[config.mk]
export PLATFORM = sky130hd
export DESIGN_NAME = npcq_dist
export DESIGN_NICKNAME = d
export VERILOG_FILES = /design/src/sv/assert_macros.svh /design/src/sv/npcq_pkg.sv /design/src/sv/npcq_dist.sv
export SDC_FILE = /design/constraint.sdc
export NUM_CORES = 1
export LEC_CHECK = 0
export BUFFER_PORTS_ARGS = -buffer_cell sky130_fd_sc_hd__clkbuf_2
export CORE_UTILIZATION = 55
export CTS_BUF_LIST = sky130_fd_sc_hd__clkbuf_2 sky130_fd_sc_hd__clkbuf_4 sky130_fd_sc_hd__clkbuf_8
export DETAILED_ROUTE_END_ITERATION = 12
export GPL_TIMING_DRIVEN = 0
export PLACE_DENSITY = 0.75
export SYNTH_ARGS = -nofsm -noshare
export SYNTH_HDL_FRONTEND = slang
export SYNTH_SLANG_ARGS = --single-unit
[constraint.sdc]
create_clock -name clk -period 14.2 [get_ports clk]
set_clock_uncertainty 0.05 [all_clocks]
set_input_delay 0.71 -clock clk [delete_from_list [all_inputs] [get_ports clk]]
set_output_delay 0.71 -clock clk [all_outputs]
set_load 0.03 [all_outputs]
[src/sv/assert_macros.svh]
// Assertion macros used by the palette quantizer RTL.
`ifndef ASSERT_MACROS_SVH
`define ASSERT_MACROS_SVH

// Property that must hold at every clock edge out of reset.
`define ASSERT_ALWAYS(lbl, cond, msg) \
	lbl: assert property (@(posedge clk) disable iff (!arst_n) (cond)) else $error(msg);

// Antecedent implies consequent in the same cycle.
`define ASSERT_IMPLIES(lbl, ante, cons, msg) \
	lbl: assert property (@(posedge clk) disable iff (!arst_n) (ante) |-> (cons)) \
		else $error(msg);

`endif

[src/sv/npcq_pkg.sv]
// Types and constants of the nearest palette color quantizer.
package npcq_pkg;

	localparam int ID_W   = 8;
	localparam int CH_W   = 8;
	localparam int SQ_W   = 2 * CH_W;
	localparam int DIST_W = 18;

	typedef enum logic [1:0] {
		OP_CLEAR = 2'd0,
		OP_LOAD  = 2'd1,
		OP_LEARN = 2'd2,
		OP_MAP   = 2'd3
	} op_t;

	typedef struct packed {
		logic [CH_W-1:0] red;
		logic [CH_W-1:0] green;
		logic [CH_W-1:0] blue;
	} rgb_t;

	typedef struct packed {
		logic            match;
		logic [SQ_W-1:0] sq_red;
		logic [SQ_W-1:0] sq_green;
		logic [SQ_W-1:0] sq_blue;
	} dist_t;

endpackage

[src/sv/npcq_dist.sv]
// Registered per-channel squared difference and equality check.
module npcq_dist (
	input  logic           clk,
	input  npcq_pkg::rgb_t pixel,
	input  npcq_pkg::rgb_t entry,
	output npcq_pkg::dist_t result_s2
);
	import npcq_pkg::*;

	logic [CH_W-1:0] d_red, d_green, d_blue;

	assign d_red   = (pixel.red   > entry.red)   ? pixel.red   - entry.red   : entry.red   - pixel.red;
	assign d_green = (pixel.green > entry.green) ? pixel.green - entry.green : entry.green - pixel.green;
	assign d_blue  = (pixel.blue  > entry.blue)  ? pixel.blue  - entry.blue  : entry.blue  - pixel.blue;

	always_ff @(posedge clk) begin
		result_s2.match    <= (pixel == entry);
		result_s2.sq_red   <= SQ_W'(d_red)   * SQ_W'(d_red);
		result_s2.sq_green <= SQ_W'(d_green) * SQ_W'(d_green);
		result_s2.sq_blue  <= SQ_W'(d_blue)  * SQ_W'(d_blue);
	end

endmodule

==> results of run 1 <==
## layout make-up
class | instances | area (µm²) | share of cell area [%]
Multi-Input combinational cell | 650 | 6050 | 70.5
Sequential cell | 46 | 921 | 10.7
Inverter | 182 | 683 | 7.96
Timing Repair Buffer | 94 | 470 | 5.48
Tap cell | 180 | 225 | 2.62
Buffer | 21 | 144 | 1.68
Clock buffer | 5 | 68.8 | 0.802
Clock inverter | 3 | 21.3 | 0.248
## how the worst max path moves through the flow
stage / startpoint / to / slack [ns] / cells past startpoint
floorplan: pixel[8] / result_s2[31] / 7.57 / 26
global placement: pixel[8] / result_s2[31] / 6.88 / 27
detailed placement: pixel[8] / result_s2[31] / 6.84 / 27
CTS: pixel[8] / result_s2[31] / 7.19 / 27
global route: pixel[8] / result_s2[31] / 6.78 / 27
finish: pixel[8] / result_s2[31] / 7.22 / 27
## logic make-up (layout without fill, tap and decap cells)
| logic type | after synthesis | after routing |
|---|---|---|
| multiplexers | 17 | 17 |
| buffers and inverters | 203 | 305 |
| flip-flops | 46 | 46 |
| AO/OA/AOI/OAI | 133 | 133 |
| other | 1 | 3 |
| adder cells (fa/ha/maj) | 212 | 212 |
| AND/OR/NAND/NOR | 215 | 215 |
| XOR/XNOR | 70 | 70 |
## placed cells by master (no fill, tap or decap), drive strengths merged, types with 28 or more instances in the layout
cell type,instances
ha,133
fa,79
inv,182
clkbuf,107
nand2,28
nor2,101
dfxtp,46
a21oi,53
xnor2,46
## metrics by stage
| stage | std cells | setup WS, ns | util (%) |
|---|---|---|---|
| after floorplan | 899 | 7.57 | - |
| after global routing | 1181 | 6.78 | 62.1 |
| final | 1181 | 7.22 | 62.1 |
| after CTS | 1181 | 7.19 | 62.1 |
| after detailed placement | 1173 | 6.84 | 61.4 |
| after global placement | 1173 | 6.88 | 61.4 |
## layer usage
metal  vias up  track usage (%)
met4         0             7.02
met2       105             38.5
met5         -                0
li1       3072                -
met1      2800             23.8
met3        23             2.96
## critical path, cell delays in order
cell and delay, ns:
clkbuf_2 0.09, inv_1 0.05, ha_1 0.15, inv_1 0.05
fa_1 0.39, a21o_1 0.17, a21oi_1 0.25, nor2_1 0.11
o22ai_4 0.32, mux2i_1 0.29, xor2_1 0.54, or2_1 0.23
inv_1 0.06, fa_1 0.48, fa_1 0.55, inv_1 0.06
fa_1 0.50, fa_1 0.54, inv_1 0.04, ha_1 0.33
o21a_1 0.20, nor2_1 0.12, nor2b_1 0.08, a21oi_1 0.20
o21ai_0 0.15, o41a_1 0.34, xor2_1 0.14
==> results list, run 1 <==
* Register containing the most flip-flops in the final layout: result_s2
* Max Root-Sink Buffers: 2
- Along the worst hold path, the cell count comes to 4.
* First-pass GRT wire length: 24.6 mm
* Overall die area: 14600 µm²
* Sequential area share after synthesis: 11.8%
* Antenna diode count: 0
- TNS Setup: 0 ns
- Compound-gate portion of the synthesized area: 12.0%
- The path class of the tightest hold or removal check is in -> reg.
- In the synthesized netlist the dominant register cell turns out to be dfxtp_1.
* Clock tree from TritonCTS: built
* Final net count: 1261
- Post-synthesis simple-gate area fraction: 13.0%
- Summing all non-filler instances in the final layout gives an area of 8580 µm².
* Number of buffers created by CTS: 5
* Number of global-route vias before repair: 5891
* Share of layout cells above drive strength 1: 16.3%
- In this run the core area contains 43 standard-cell rows.
- Clock transition time at the flip-flop clock pins of the worst setup and hold paths: 0.09 ns
- Detailed-route wire length: 14.1 mm
- Maximum number of pins on one net before global-route repair: 16
- CTS Hold Bufs: 0
- Top cells by area in the synthesized netlist: ha_1, fa_1, dfxtp_1
- At the end of routability-driven placement, the weighted congestion stood at 0.848.
- Dividing the final minimum period by the clock period gives 49.2%.
- Initial core utilization: 56.3%
- After synthesis, the mean cell area works out to 8.68 µm².
- STA classifies the critical path startpoint as an input pin.
- The largest registers in the layout are result_s2: 46 flops.
* Run status: complete, no violations
- Worst-margin pin slew: 0.895 ns
- Most frequent cells after synthesis: inv_1, ha_1, nor2_1
* Share of Yosys cell area claimed by the top area cell type: 21.4%
- The critical path in this run is classified as in -> reg.
- The placed instances occupy a cell area of 8490 µm².
* Root buf cell: clkbuf_8
- Global routing consumed, over all layers together, 20.6% of the routing resources.
- Async set-reset flop share out of synthesis: 0%
* Data arrival time of the worst path: 7.15 ns
- The register with the most flip-flops in the layout has 46 of them.
- In this run the tightest slew margin relative to its limit is 39.9%.
- Number of fillers in the final layout: 1218
- Number of antenna violations at the first check in global routing: 0
- In the final routed layout, each cell accounts on average for 12.0 µm.
- Dpl hpwl: 12.3 mm
* Routed via count divided by cell count: 5.08
- Pin placement for this block handled 98 I/O pins.
- Largest family of logic cells by synthesized area: adder cells
- Netlist area before placement: 7790 µm²
- Vias: 6000
- inv_1 is the most common cell in the netlist.
- After clock tree synthesis, the setup repair step added 0 buffers.
- In this run the most critical hold path is launched from entry[0].
* Max FO, Critical Path: 9
* Initial detailed-routing violation count: 132
- Hold timing on the final database bottoms out at a slack of 0.841 ns.
- Share of synthesized cell area in full adder, half adder and majority cells: 41.7%
- The worst setup path is captured at a flip-flop.
- Synthesis produced 897 cells.
* Reported max-cap violation count: 0
* Time the worst path needs with I/O delays and setup: 6.98 ns
* # setup viols final: 0
* Count of different cell masters after synthesis: 71
- Counting flops and latches in the post-synthesis netlist gives 46.
* Number of antenna-violating nets in the routed design: 0
- Met3 wirelength from detailed routing: 431 µm
* Maximum frequency from static timing analysis: 0.143 GHz
- Portion of netlist area occupied by mux cells: 2.19%
- Of the total synthesized cell area, the portion taken by XOR and XNOR cells is 8.64%.
* Number of clock sinks: 46
- Cell type contributing the most total cell area after synthesis: ha_1
- Relative area change from synthesis to final layout: 10.2%
* Endpoint with the worst hold slack: result_s2[0]
- Pins over their slew limit: 0
- DRC Markers: 0
* Total met2 wirelength after detailed routing: 7.15 mm
* Unrepaired setup endpoints after global routing: false
- Count of flip-flops with a built-in enable after synthesis: 0
* Uppermost metal layer occupied by signal nets: met4
* Number of H-tree levels: 2
- Buffers placed on the I/O ports in this run total 94.
* Die Width: 121 µm
- Number of instances resized during post-cts repair: 0
* Routed metal-1 wirelength: 6.30 mm
* Die height: 121 µm
* Core Area: 13800 µm²
- Synth warnings: 0
- Detailed-router iteration count before antenna repair: 5
- Aggregate global routing overflow: 0
* Hold violation total from the final report: 0
- Data required time of the worst path: 14.37 ns
Power of run 1 is not shown: default switching activity piles up to over one toggle a cycle in this logic, so the estimate is an artifact.
==> run 2, diff against run 1 <==
--- a/config.mk
+++ b/config.mk
@@ -10,7 +10,7 @@
 export CTS_BUF_LIST = sky130_fd_sc_hd__clkbuf_2 sky130_fd_sc_hd__clkbuf_4 sky130_fd_sc_hd__clkbuf_8
 export DETAILED_ROUTE_END_ITERATION = 12
 export GPL_TIMING_DRIVEN = 0
-export PLACE_DENSITY = 0.75
+export PLACE_DENSITY = 0.78
 export SYNTH_ARGS = -nofsm -noshare
 export SYNTH_HDL_FRONTEND = slang
 export SYNTH_SLANG_ARGS = --single-unit
==> constraint.sdc (replaced) <==
create_clock -name clk -period 5.6 [get_ports clk]
set_clock_uncertainty 0.05 [all_clocks]
set_input_delay 0.28 -clock clk [delete_from_list [all_inputs] [get_ports clk]]
set_output_delay 0.28 -clock clk [all_outputs]
set_load 0.03 [all_outputs]
==> run 2 against run 1 <==
The run now ends with setup timing left. Critical path depth up 2. Final cell count increased by 6.4%. Design area increased by 17%. Via count up 9.2%. Non-clock buffer count is 76 higher.
==> results list, run 2 (synthesized netlist as in run 1, its figures left out) <==
- Across all setup checks in the final design, the least slack found is -0.0632 ns.
* Number of fillers in the final layout: 989
- The post-route netlist has 33.2% of its cells at a drive strength greater than 1.
- By startpoint and endpoint, the worst setup path is classified as in -> reg.
* Most used routing layer: met2
- The clock passes through at most 2 buffers.
- Number of antenna-violating nets in the routed design: 0
- TNS Setup: -0.0632 ns
- The initialized floorplan defines 43 standard-cell rows.
- Number of antenna violations at the first check in global routing: 0
* Global routing usage summed across all routing layers: 22.7%
- Clock tree synthesis inserted a total of 5 buffers.
* Library cell contributing the largest single delay on the critical path: fa_1
- Initial detailed-routing violation count: 251
- Vias: 6551
- Violations in the final reports: setup timing
* DRC Markers: 0
- Antenna diode count: 0
- Number of global-route vias before repair: 6329
* Wire length per cell: 13.8 µm
* Overall die area: 14600 µm²
- Detailed-router iteration count before antenna repair: 4
- GRT met3 Usage: 2.77%
* Die Width: 121 µm
- Fraction of the cycle the final worst path needs: 101%
- # setup viols final: 1
* Relative area change from synthesis to final layout: 29.0%
- The most numerous cell type found on the critical path is fa_1.
* Most common cell after layout, fill and taps aside: inv_1
- Met2 Usage GRT: 41.2%
* Flip-flop count of the largest register, all copies and words added: 46
* Max FO, Critical Path: 8
* Initial core utilization: 56.3%
* GRT met1 Usage: 27.5%
* Number of H-tree levels: 2
* Data arrival time of the worst path: 5.83 ns
- At the end of routability-driven placement, the weighted congestion stood at 0.918.
- Setup repair after global routing could not meet its margin everywhere.
* Final net count: 1337
* Aggregate global routing overflow: 0
* Register containing the most flip-flops in the final layout: result_s2
- TritonCTS built the clock tree.
* Run status: finished, violations left
* Pins over their slew limit: 0
- For this run, the slowest stage of the critical path takes 0.52 ns.
- After floorplanning, the core was sized to cover 13800 µm².
* Data required time of the worst path: 5.76 ns
* Maximum frequency from static timing analysis: 0.177 GHz
- Most used cells in the layout excluding fill and tap cells: inv_1, ha_1, clkbuf_2, nor2_1, buf_4
- Dpl hpwl: 12.4 mm
* Hold violation total from the final report: 0
- STA classifies the critical path endpoint as a flip-flop.
- The cell sitting at the root of the clock tree is a clkbuf_8.
- 98 I/O pins were placed.
- Routed via count divided by cell count: 5.21
- Detailed-route wire length: 17.4 mm
* Biggest regs: result_s2: 46 flops
- DP Area: 8630 µm²
- The die is 121 µm tall.
- Reported max-cap violation count: 0
* Clock transition time at the flip-flop clock pins of the worst setup and hold paths: 0.10 ns
- The first global-routing pass estimated 26.9 mm of wire.
- Worst hold-check path type: in -> reg
- The most critical setup path has its startpoint at pixel[8].
- The startpoint identified for the worst hold timing path is entry[8].
- Once layout is done, the placed cells without fillers occupy 10000 µm².
- Number of placed instances, taps included: 1173
- After layout, the minimum clock period comes to 5.66 ns.
* Maximum number of pins on one net before global-route repair: 16
- The count of buffers added on input and output ports is 94.
- Number of clock sinks: 46
* Setup crit start kind: input pin
* Post-route insts no fill: 1257
## run 2: cell types whose count changed in the layout (fill, tap and decap cells not counted), moves of 7 or more
cell	change
or2_4	+8
a21oi_1	-14
o21ai_0	-7
inv_2	+16
ha_1	-17
mux2i_1	-9
a21oi_2	+10
buf_4	+69
nor2_2	+8
nor2_1	-13
ha_4	+11
inv_1	-17
## run 2: final timing paths
check                      endpoint  depth (start not counted)
worst max-delay path  result_s2[31]                         29
worst min-delay path  result_s2[16]                          3
## run 2: what timing repair did
item | in CTS | in global routing
setup endpoints to repair | 15 | 18
hold buffers | 0 | 0
pin swaps | 24 | 68
gates resized for setup | 39 | 108
gates cloned | 0 | 2
buffers inserted | 27 | 49
## run 2: cell type report
class / count / area, µm² / share of cell area [%]
clock buffer: 5 / 68.8 / 0.685
tap: 180 / 225 / 2.24
multi-input combinational: 650 / 6780 / 67.5
buffer: 19 / 163 / 1.62
sequential: 46 / 921 / 9.17
timing repair buffer: 172 / 1140 / 11.4
inverter: 182 / 696 / 6.93
clock inverter: 3 / 43.8 / 0.436
## run 2: critical path, delay by kind of cell
| kind | cells | cell delay (ns) |
|---|---|---|
| AND/OR/NAND/NOR | 4 | 0.50 |
| XOR/XNOR | 2 | 0.25 |
| multiplexers | 1 | 0.22 |
| adder cells (fa/ha/maj) | 7 | 2.64 |
| buffers and inverters | 8 | 0.63 |
| AO/OA/AOI/OAI | 7 | 1.29 |
## run 2: through the flow
stage / util, % / hold WS [ns] / setup slack (ns)
final: 72.6 / 0.359 / -0.0632
after global placement: 62.4 / 0.671 / -0.928
after global routing: 72.6 / 0.359 / -0.369
after detailed placement: 62.4 / 0.672 / -1.07
after floorplan: - / 0.582 / -0.284
after CTS: 66.3 / 0.341 / -0.0358
## run 2: metal layers
metal  wire [µm]  vias up
li1            -     3205
met1        7190     3151
met2        9160      158
met3         539       37
met4         473        0
met5           0        -
Power of run 2 is left out for the same reason.
